<file path="config.mk">
export PLATFORM = sky130hd
export DESIGN_NAME = id_tagged_lru_entry_table_core
export DESIGN_NICKNAME = d
export VERILOG_FILES = /design/src/hw/rtl/itlet_pkg.sv /design/src/hw/rtl/itlet_lookup.sv /design/src/hw/rtl/itlet_table.sv /design/src/hw/rtl/id_tagged_lru_entry_table_core.sv
export SDC_FILE = /design/constraint.sdc
export NUM_CORES = 2
export LEC_CHECK = 0
export BUFFER_PORTS_ARGS = -buffer_cell sky130_fd_sc_hd__buf_4
export CAP_MARGIN = 30
export CORE_MARGIN = 1.5
export CORE_UTILIZATION = 35
export CTS_BUF_LIST = sky130_fd_sc_hd__clkbuf_4 sky130_fd_sc_hd__clkbuf_8
export DETAILED_ROUTE_END_ITERATION = 10
export GPL_TIMING_DRIVEN = 1
export PLACE_DENSITY = 0.58
export SYNTH_ARGS = -nofsm -noshare
export SYNTH_HDL_FRONTEND = slang
export SYNTH_SLANG_ARGS = --single-unit
</file>
<file path="constraint.sdc">
create_clock -name clk_i -period 9.6 [get_ports clk_i]
set_input_delay 0.48 -clock clk_i [delete_from_list [all_inputs] [get_ports clk_i]]
set_output_delay 0.48 -clock clk_i [all_outputs]
set_load 0.02 [all_outputs]
</file>
<file path="src/hw/rtl/itlet_pkg.sv">
// itlet_pkg: shared types and constants of the id tagged lru entry table
// no dependencies; used by every module of the block
`timescale 1ns / 1ps

package itlet_pkg;

  // table geometry
  localparam int unsigned Entries = 12;
  localparam int unsigned IdxW    = (Entries > 1) ? $clog2(Entries) : 1;
  localparam int unsigned RankW   = (Entries > 1) ? $clog2(Entries) : 1;
  localparam int unsigned IdW     = 32;
  localparam int unsigned TypeW   = 3;

  // rank held by the oldest entry of a full table
  localparam logic [RankW-1:0] OldestRank = RankW'(Entries - 1);
  // first id issued after reset
  localparam logic [IdW-1:0]   IdReset    = IdW'(1);

  // request codes; 5 to 7 are no-ops
  typedef enum logic [TypeW-1:0] {
    ReqCreate  = 3'd0,
    ReqEndData = 3'd1,
    ReqCancel  = 3'd2,
    ReqFetch   = 3'd3,
    ReqQuery   = 3'd4
  } req_type_e;

  // input word
  typedef struct packed {
    logic [TypeW-1:0] req_type;
    logic [IdW-1:0]   entry_id;
  } req_t;

  // result word
  typedef struct packed {
    logic [IdW-1:0] assigned_id;
    logic           present;
    logic           complete;
    logic           accepted;
    logic           evicted;
    logic [IdW-1:0] evicted_id;
  } rsp_t;

  // lookup status from the tag compare to the update logic
  typedef struct packed {
    logic             hit;
    logic [IdxW-1:0]  hit_idx;
    logic [RankW-1:0] hit_rank;
    logic             hit_complete;
    logic             full;
    logic [IdxW-1:0]  free_idx;
    logic [IdxW-1:0]  oldest_idx;
    logic [IdW-1:0]   oldest_tag;
  } lookup_t;

endpackage

</file>
<file path="src/hw/rtl/itlet_lookup.sv">
// itlet_lookup: parallel tag compare, free slot search and oldest slot pick
// depends on itlet_pkg
`timescale 1ns / 1ps

module itlet_lookup (
  input  logic [itlet_pkg::Entries-1:0]                       valid_i,
  input  logic [itlet_pkg::Entries-1:0]                       complete_i,
  input  logic [itlet_pkg::Entries-1:0][itlet_pkg::IdW-1:0]   tag_i,
  input  logic [itlet_pkg::Entries-1:0][itlet_pkg::RankW-1:0] rank_i,
  input  logic [itlet_pkg::IdW-1:0]                           key_i,
  output itlet_pkg::lookup_t                                  look_o
);

  logic [itlet_pkg::Entries-1:0] match;

  // one comparator per slot
  always_comb begin
    for (int i = 0; i < itlet_pkg::Entries; i++) begin
      match[i] = valid_i[i] && (tag_i[i] == key_i);
    end
  end

  // lowest matching slot, lowest free slot, slot holding the oldest rank
  always_comb begin
    look_o            = '0;
    look_o.hit        = |match;
    look_o.full       = &valid_i;
    for (int i = itlet_pkg::Entries - 1; i >= 0; i--) begin
      if (match[i]) begin
        look_o.hit_idx = itlet_pkg::IdxW'(i);
      end
      if (!valid_i[i]) begin
        look_o.free_idx = itlet_pkg::IdxW'(i);
      end
      if (valid_i[i] && (rank_i[i] == itlet_pkg::OldestRank)) begin
        look_o.oldest_idx = itlet_pkg::IdxW'(i);
      end
    end
    look_o.hit_rank     = rank_i[look_o.hit_idx];
    look_o.hit_complete = complete_i[look_o.hit_idx];
    look_o.oldest_tag   = tag_i[look_o.oldest_idx];
  end

endmodule

</file>
<file path="src/hw/rtl/itlet_table.sv">
// itlet_table: slot storage, id counter and the per-request table update
// depends on itlet_pkg and itlet_lookup
`timescale 1ns / 1ps

module itlet_table (
  input  logic              clk_i,
  input  logic              rst_ni,
  input  logic              fire_i,
  input  itlet_pkg::req_t   req_i,
  output itlet_pkg::rsp_t   rsp_o
);

  logic [itlet_pkg::Entries-1:0]                       slot_valid_q, slot_valid_d;
  logic [itlet_pkg::Entries-1:0]                       slot_complete_q, slot_complete_d;
  logic [itlet_pkg::Entries-1:0][itlet_pkg::IdW-1:0]   slot_tag_q, slot_tag_d;
  logic [itlet_pkg::Entries-1:0][itlet_pkg::RankW-1:0] slot_rank_q, slot_rank_d;
  logic [itlet_pkg::IdW-1:0]                           next_id_q, next_id_d;

  logic                        is_create, is_end, is_cancel, is_fetch, is_query;
  logic [itlet_pkg::IdW-1:0]   key;
  itlet_pkg::lookup_t          look;

  // actions for this request
  logic                        do_touch, do_remove, do_grow, do_install, do_set_done;
  logic [itlet_pkg::IdxW-1:0]  tgt_idx;
  logic [itlet_pkg::RankW-1:0] tgt_rank;

  // request decode; a create looks up the id it is about to issue
  assign is_create = req_i.req_type == itlet_pkg::ReqCreate;
  assign is_end    = req_i.req_type == itlet_pkg::ReqEndData;
  assign is_cancel = req_i.req_type == itlet_pkg::ReqCancel;
  assign is_fetch  = req_i.req_type == itlet_pkg::ReqFetch;
  assign is_query  = req_i.req_type == itlet_pkg::ReqQuery;
  assign key       = is_create ? next_id_q : req_i.entry_id;

  itlet_lookup u_lookup (
    .valid_i    (slot_valid_q),
    .complete_i (slot_complete_q),
    .tag_i      (slot_tag_q),
    .rank_i     (slot_rank_q),
    .key_i      (key),
    .look_o     (look)
  );

  // pick the slot to act on and what happens to it
  always_comb begin
    do_touch    = 1'b0;
    do_remove   = 1'b0;
    do_grow     = 1'b0;
    do_install  = 1'b0;
    do_set_done = 1'b0;
    tgt_idx     = look.hit_idx;
    tgt_rank    = look.hit_rank;
    if (is_create) begin
      if (look.hit) begin
        // reuse the held entry
        do_touch = 1'b1;
      end else if (look.full) begin
        // evict the oldest and reuse its slot as most recent
        do_touch   = 1'b1;
        do_install = 1'b1;
        tgt_idx    = look.oldest_idx;
        tgt_rank   = itlet_pkg::OldestRank;
      end else begin
        do_grow    = 1'b1;
        do_install = 1'b1;
        tgt_idx    = look.free_idx;
      end
    end else if (look.hit) begin
      do_set_done = is_end && !look.hit_complete;
      do_remove   = is_cancel;
      do_touch    = is_fetch && look.hit_complete;
    end
  end

  // next state of every slot
  always_comb begin
    slot_valid_d    = slot_valid_q;
    slot_complete_d = slot_complete_q;
    slot_tag_d      = slot_tag_q;
    slot_rank_d     = slot_rank_q;
    next_id_d       = next_id_q;
    if (fire_i) begin
      if (is_create) begin
        next_id_d = next_id_q + itlet_pkg::IdW'(1);
      end
      for (int i = 0; i < itlet_pkg::Entries; i++) begin
        if (itlet_pkg::IdxW'(i) == tgt_idx) begin
          if (is_create) begin
            slot_complete_d[i] = 1'b0;
            slot_rank_d[i]     = '0;
          end
          if (do_install) begin
            slot_valid_d[i] = 1'b1;
            slot_tag_d[i]   = next_id_q;
          end
          if (do_set_done) begin
            slot_complete_d[i] = 1'b1;
          end
          if (do_remove) begin
            slot_valid_d[i]    = 1'b0;
            slot_complete_d[i] = 1'b0;
          end
          if (do_touch) begin
            slot_rank_d[i] = '0;
          end
        end else if (slot_valid_q[i]) begin
          if ((do_touch && (slot_rank_q[i] < tgt_rank)) || do_grow) begin
            slot_rank_d[i] = slot_rank_q[i] + itlet_pkg::RankW'(1);
          end else if (do_remove && (slot_rank_q[i] > tgt_rank)) begin
            slot_rank_d[i] = slot_rank_q[i] - itlet_pkg::RankW'(1);
          end
        end
      end
    end
  end

  // result word
  always_comb begin
    rsp_o             = '0;
    rsp_o.assigned_id = is_create ? next_id_q : '0;
    rsp_o.present     = (is_end || is_cancel || is_fetch || is_query) && look.hit;
    rsp_o.complete    = rsp_o.present && look.hit_complete;
    rsp_o.accepted    = is_create || do_set_done || do_remove || (do_touch && is_fetch);
    rsp_o.evicted     = is_create && !look.hit && look.full;
    rsp_o.evicted_id  = rsp_o.evicted ? look.oldest_tag : '0;
  end

  // control state
  always_ff @(posedge clk_i or negedge rst_ni) begin
    if (!rst_ni) begin
      slot_valid_q    <= '0;
      slot_complete_q <= '0;
      next_id_q       <= itlet_pkg::IdReset;
    end else begin
      slot_valid_q    <= slot_valid_d;
      slot_complete_q <= slot_complete_d;
      next_id_q       <= next_id_d;
    end
  end

  // tags and ranks, meaningful only while the slot is valid
  always_ff @(posedge clk_i) begin
    slot_tag_q  <= slot_tag_d;
    slot_rank_q <= slot_rank_d;
  end

endmodule

</file>
<file path="src/hw/rtl/id_tagged_lru_entry_table_core.sv">
// id_tagged_lru_entry_table_core: top level, input register, table, result register
// depends on itlet_pkg and itlet_table
//
//   channel | direction | handshake               | word
//   in      | input     | in_valid_i / in_ready_o | itlet_pkg::req_t
//   out     | output    | out_valid_o/out_ready_i | itlet_pkg::rsp_t
//
// a word is taken into the input register, resolved against the table and
// written to the result register; one word per cycle while the result side is
// not stalled, set by the single compare-and-update pass.
// the table changes at the same edge at which the result is registered, so
// every word sees the effect of the one before it.
// a stalled result register holds the input register; the input side keeps
// taking words while either register has room. reset empties both registers,
// clears every slot and sets the id counter to one.
`timescale 1ns / 1ps

module id_tagged_lru_entry_table_core (
  input  logic            clk_i,
  input  logic            rst_ni,
  input  logic            in_valid_i,
  output logic            in_ready_o,
  input  itlet_pkg::req_t in_word_i,
  output logic            out_valid_o,
  input  logic            out_ready_i,
  output itlet_pkg::rsp_t out_word_o
);

  logic            in_valid_q;
  itlet_pkg::req_t in_word_q;
  logic            out_valid_q;
  itlet_pkg::rsp_t out_word_q, out_word_d;
  logic            advance, fire;

  // pipeline flow
  assign advance    = !out_valid_q || out_ready_i;
  assign fire       = in_valid_q && advance;
  assign in_ready_o = !in_valid_q || advance;

  itlet_table u_table (
    .clk_i  (clk_i),
    .rst_ni (rst_ni),
    .fire_i (fire),
    .req_i  (in_word_q),
    .rsp_o  (out_word_d)
  );

  // valid bits
  always_ff @(posedge clk_i or negedge rst_ni) begin
    if (!rst_ni) begin
      in_valid_q  <= 1'b0;
      out_valid_q <= 1'b0;
    end else begin
      if (in_ready_o) begin
        in_valid_q <= in_valid_i;
      end
      if (advance) begin
        out_valid_q <= in_valid_q;
      end
    end
  end

  // word registers
  always_ff @(posedge clk_i) begin
    if (in_valid_i && in_ready_o) begin
      in_word_q <= in_word_i;
    end
    if (fire) begin
      out_word_q <= out_word_d;
    end
  end

  assign out_valid_o = out_valid_q;
  assign out_word_o  = out_word_q;

endmodule

</file>
**After elaboration in Yosys (flattened, before gate mapping)**

Cells that the tools add are included.
Widths: inputs -> output; s select.

- Bits of input ports: 39
- Register bits after elaboration: 593
- Logic and storage cells: 438

- Magnitude comparators: 26
- Add/sub/neg operators: 25
- Eq/ne operators: 51
- Mux-type cells: 117
- Reductions and logical operators: 160

Operators by type and width:

| cell | number |
|---|---|
| $eq 32x32->1 | 12 |
| $mux 4 | 93 |
| $bmux 32 s4 | 1 |
| $reduce_and 3->1 | 36 |
| $mux 32 | 2 |
| $logic_and 1x1->1 | 57 |
| $add 4x1->4 const B | 12 |
| $eq 4x4->1 const B | 12 |
| $gt 4x4->1 | 12 |
| $lt 4x4->1 | 12 |
| $reduce_and 4->1 | 12 |
| $sub 4x1->4 const B | 12 |
| $reduce_bool 3->1 | 13 |
| $ne 3x1->1 const B | 12 |
| $add 32x1->32 const B | 1 |
| $reduce_bool 2->1 | 13 |
| $logic_or 1x1->1 | 20 |
| $mux 1 | 19 |
| $bmux 4 s4 | 1 |
| $eq 3x4->1 const A | 4 |
| $eq 4x4->1 const A | 4 |
| $reduce_and 12->1 | 1 |
| $reduce_or 12->1 | 1 |
| $lt 4x5->1 const B | 2 |
| other kinds (10) | 15 |

**Logic depth before layout (Yosys ltp)**

- Depth in word-level cells: 27
- Mapped depth: 35
- Gate-level depth less buffers: 29

**Cells and area by module**

A second synthesis with hierarchy kept.

- Cell total of the unflattened synthesis: 2821
- Area total of the unflattened synthesis: 32817.7 µm²

By module, submodules not included:

| module | times used | cells each | seq. area each (µm²) | area each (µm²) |
|---|---|---|---|---|
| itlet_table | 1 | 1222 | 14375.0 | 19433.6 |
| itlet_lookup | 1 | 1488 | 0.0 | 10187.3 |
| id_tagged_lru_entry_table_core | 1 | 111 | 3143.0 | 3196.8 |

**Worst setup path after synthesis**

OpenSTA, ideal clock, no wires.

- Kind: register to register
- Start point: reg in_word_q[33] (netlist bit)
- End point: reg u_table.slot_rank_q[11] (netlist bit) (data pin)
- Stages on the path, launching flop included: 32
- Slack: 2.495 ns
- Arrival: 6.850 ns
- Path buffers: 5
- Path through: edfxtp_1 buf_6 or4b_2 clkbuf_1 inv_2 nor2_4 xnor2_1 or4_1 or4_1 a211oi_2 o221ai_2 a311o_1 buf_2 buf_2 clkbuf_1 nand2_1 o211ai_1 a21o_1 a21oi_1 ha_1 nor2b_1 o21ai_0 nand2b_1 a21oi_1 a21o_1 inv_1 ha_1 a21o_1 a21oi_1 xnor2_1 xnor2_1 and2_1

- Longest elaborated chain between the ends: 27
- Elaborated cells on any way between the ends: 63
- Those cells by class: order compare (1); eq/ne (14); mux (31); reduce/logical (17)

RTL lines:

| element | RTL line | text |
|---|---|---|
| from (decl) | id_tagged_lru_entry_table_core.sv:30 | `itlet_pkg::req_t in_word_q;` |
| from (signal assigned) | id_tagged_lru_entry_table_core.sv:66 | `in_word_q <= in_word_i;` |
| $logic_not 3->1 | itlet_table.sv:29 | `assign is_create = req_i.req_type == itlet_pkg::ReqCreate;` |
| $mux 32 | itlet_table.sv:34 | `assign key = is_create ? next_id_q : req_i.entry_id;` |
| $eq 32x32->1 | itlet_lookup.sv:19 | `match[i] = valid_i[i] && (tag_i[i] == key_i);` |
| $logic_and 1x1->1 | itlet_lookup.sv:19 |  |
| $mux 4 (12 in a row) | itlet_lookup.sv:29 | `if (match[i]) begin` |
| $bmux 4 s4 | itlet_lookup.sv:39 | `look_o.hit_rank = rank_i[look_o.hit_idx];` |
| $mux 4 (not written as such) | itlet_lookup.sv:39 |  |
| $mux 4 | itlet_table.sv:58 | `end else if (look.full) begin` |
| $mux 4 | itlet_table.sv:55 | `if (look.hit) begin` |
| $mux 4 | itlet_table.sv:54 | `if (is_create) begin` |
| $lt 4x4->1 | itlet_table.sv:108 | `if ((do_touch && (slot_rank_q[i] < tgt_rank)) \|\| do_grow) begin` |
| $logic_and 1x1->1 | itlet_table.sv:108 |  |
| $logic_or 1x1->1 | itlet_table.sv:108 |  |
| $mux 4 | itlet_table.sv:108 |  |
| $mux 4 | itlet_table.sv:107 | `end else if (slot_valid_q[i]) begin` |
| $mux 4 * | itlet_table.sv:88 | `if (itlet_pkg::IdxW'(i) == tgt_idx) begin` |
| to (signal assigned) | itlet_table.sv:145 | `slot_rank_q <= slot_rank_d;` |
| to (decl) | itlet_table.sv:16 | `logic [itlet_pkg::Entries-1:0][itlet_pkg::RankW-1:0] slot_rank_q, slot_rank_d;` |

Mark *: on every way between the ends. The rest lies on a longest branch, timed or not. The select of a mux whose other input is x is not followed.
A chain may end at the register's enable or synchronous reset.

**Final worst setup path**

- Start point: reg in_word_q[32] (netlist bit)
- End point: reg u_table.slot_rank_q[19] (netlist bit) (data pin)

The elaborated chain is that of the path after synthesis.

==> impl_metrics.json <==
{
  "status": "finished, final reports clean",
  "nets": 4028,
  "die_h_um": 323,
  "antenna_found_initial": 16,
  "dp_hpwl_mm": 161,
  "synth_nets": 3726,
  "clockBufferDepth": 3,
  "max_stage_delay_ns": 0.94,
  "drtAntennaViolNets": 0,
  "synthToLayoutAreaGrowth_pct": 18.5,
  "drt_iter0_drc": 5230,
  "power_mw": 6.51,
  "max_slew.worst_pin.slew_ns": 1.17,
  "synthTopCellsByArea": "edfxtp_1 45%, nand2_1 4.5%, dfrtp_1 4.0%",
  "slew_headroom": 0.209,
  "finClkSkew_ns": 0.0805,
  "drive_above_1_share": 0.169,
  "crit_arrival_ns": 9.11,
  "max-cap-violations": 0,
  "boundaryPins": 109,
  "cts_resized": 0,
  "yosysWarningCount": 0,
  "synthCells": 3602,
  "worst_slack_ns": 1.02,
  "cts-root-buf": "clkbuf_8",
  "synthesis.area_um2": 35800,
  "async_flop_share": 0.0978,
  "critPathSlowestCell": "nor3_1",
  "vias_per_cell": 6.47,
  "required_ns": 10.13,
  "synthFlopType": "edfxtp_1",
  "synth_cell_types": 103,
  "grt_util_all_layers": 0.393,
  "dieWidth_um": 323,
  "setup_violations": 0,
  "period_needed_ns": 8.58,
  "cts_tree": "built",
  "holdCritPathClass": "input pin to asynchronous set/reset pin",
  "fillers": 10000,
  "switching_share": 0.290,
  "internal_power_mw": 4.62,
  "grt_pass1_vias": 32200,
  "crit_top_cell": "buf_4",
  "setup-tns-final_ns": 0,
  "final_area_um2": 42400,
  "seq_power_share": 0.453,
  "ys_ff_latch": 593,
  "reg2reg_depth": 36,
  "power.density_nw_per_um2": 153,
  "critPathLaunchType": "flop",
  "timing.final.hold_violations": 0,
  "synth_largest_area_cell": "edfxtp_1",
  "die_area_um2": 104000,
  "fmax_ghz": 0.117,
  "synth_top_area_share": 0.449,
  "clk_latency_ns": 0.84,
  "syn_area_per_cell_um2": 9.94,
  "wirelength_mm": 209,
  "htree_levels": 3,
  "io_buffers": 108,
  "drt_pass1_iterations": 6,
  "dp_worst_setup_slack_ns": 1.38,
  "clock-sinks": 593,
  "synth-seq-area-share": 0.489,
  "wl_per_cell_um": 38.9,
  "rows": 117,
  "vias": 34800,
  "initial_core_util": 0.352,
  "cts_inserted_buffers": 108,
  "p_switching_mw": 1.88,
  "crit_path_end_kind": "flop",
  "ir_drop_v": 0.000145,
  "comb_power_share": 0.133,
  "clk_pin_slew_worst_paths_ns": 0.06,
  "critical_path_class": "flop to flop",
  "p_clk_frac": 0.414,
  "cp_max_fo": 23,
  "rsz0062_at_grt": "false",
  "leakage_nw": 15.8,
  "final_common_cell": "edfxtp_1",
  "maxSlewViolCount": 0,
  "drc": 0,
  "grt_pass1_wl_mm": 277,
  "placed_area_um2": 39600,
  "grt_overflow_total": 0,
  "whs_ns": 0.116,
  "period_share": 0.894,
  "core_area_um2": 102000,
  "synth-edff-count": 535,
  "layout_common_cells": "535 x edfxtp_1, 432 x nand2_1, 327 x buf_4, 189 x nand3_1, 183 x a21oi_1",
  "place.gp.congestion": 1.10,
  "grt_max_degree": 149
}
==> area by class of cell <==
| class | instances | area (µm²) | share of cell area |
|---|---|---|---|
| sequential | 593 | 17500 | 0.413 |
| multi-input combinational | 2647 | 17000 | 0.401 |
| timing repair buffer | 384 | 3170 | 0.0748 |
| clock buffer | 149 | 1880 | 0.0444 |
| tap | 1368 | 1710 | 0.0404 |
| inverter | 170 | 642 | 0.0151 |
| clock inverter | 50 | 464 | 0.0109 |
| antenna | 10 | 25.0 | 0.000590 |
==> kinds of logic (layout without fill, tap and decap cells) <==
kind of cell / after synthesis / in the layout / share of synthesized area
mux: 22 / 22 / 0.00626
fa+ha+maj: 85 / 85 / 0.0322
compound gates: 889 / 889 / 0.173
simple gates: 1456 / 1456 / 0.210
flops: 593 / 593 / 0.489
other cells: 0 / 10 / 0
buf+inv: 362 / 753 / 0.0416
xor+xnor: 195 / 195 / 0.0477
==> registers in the layout, summed over array words and instances, names as in the netlist <==
| name | flops |
|---|---|
| u_table.slot_valid_q | 12 |
| in_word_q | 35 |
| out_valid_o | 1 |
| in_valid_q | 1 |
| u_table.slot_complete_q | 12 |
| u_table.slot_tag_q | 384 |
| out_word_o | 68 |
| u_table.slot_rank_q | 48 |
| u_table.next_id_q | 32 |
==> timing repair <==
item                                    CTS  global route
endpoints found under the setup margin    0             0
buffers inserted                          0             0
hold endpoints to repair                 52             0
hold buffers                             39             0
==> worst max-delay path: cells and delay by family, from the launching register on <==
kind	cells	cell delay, ns
buffers and inverters	10	2.02
adders and majority gates	2	0.40
AOI/OAI and AO/OA	11	2.26
DFF	1	0.75
xor gates and xnor gates	2	0.28
and+or+nand+nor	11	2.55
==> metrics by stage <==
step | instances | utilization
2_1_floorplan | 3602 | -
3_3_place_gp | 5111 | 0.389
3_5_place_dp | 5121 | 0.390
4_1_cts | 5359 | 0.417
5_1_grt | 5363 | 0.417
6_report | 5371 | 0.417
==> power by group through the flow <==
stage / Sequential [mW] / Clock, mW / Combinational, mW
floorplan: 2.98 / 0 / 0.357
global placement: 3.00 / 0 / 0.807
detailed placement: 2.99 / 0 / 0.807
CTS: 2.94 / 2.72 / 0.822
global route: 2.94 / 2.81 / 0.871
finish: 2.95 / 2.70 / 0.864
==> final timing paths <==
kind                                            to  slack (ns)           from
max                        u_table.slot_rank_q[19]        1.02  in_word_q[32]
min                          u_table.next_id_q[16]        0.12         rst_ni
max reg2reg                u_table.slot_rank_q[19]        1.02  in_word_q[32]
min reg2reg                            out_valid_o        0.49     in_valid_q
max in group asynchronous  u_table.slot_valid_q[1]        8.33         rst_ni
min in group clk_i                   in_word_q[17]        0.40  in_word_i[17]
==> per-layer routing <==
layer  vias to the layer above  wire (µm)  GRT usage  share of wire
met3                       623      20400     0.0834          0.097
li1                      14300          -          -              -
met2                      2553      87500      0.576           0.42
met4                         4      20000      0.313          0.096
met5                         -         24          0        0.00011
met1                     17300      80900      0.503           0.39
==> Yosys cell counts (98+ instances only) <==
cell,instances
a21oi_1,184
clkbuf_1,133
edfxtp_1,535
inv_1,157
nand2_1,432
nand3_1,190
nor2_1,169
nor3_1,156
nor4_1,98
o21ai_0,102
o22ai_1,111
xnor2_1,116
Power figures use the tool's default switching activity.
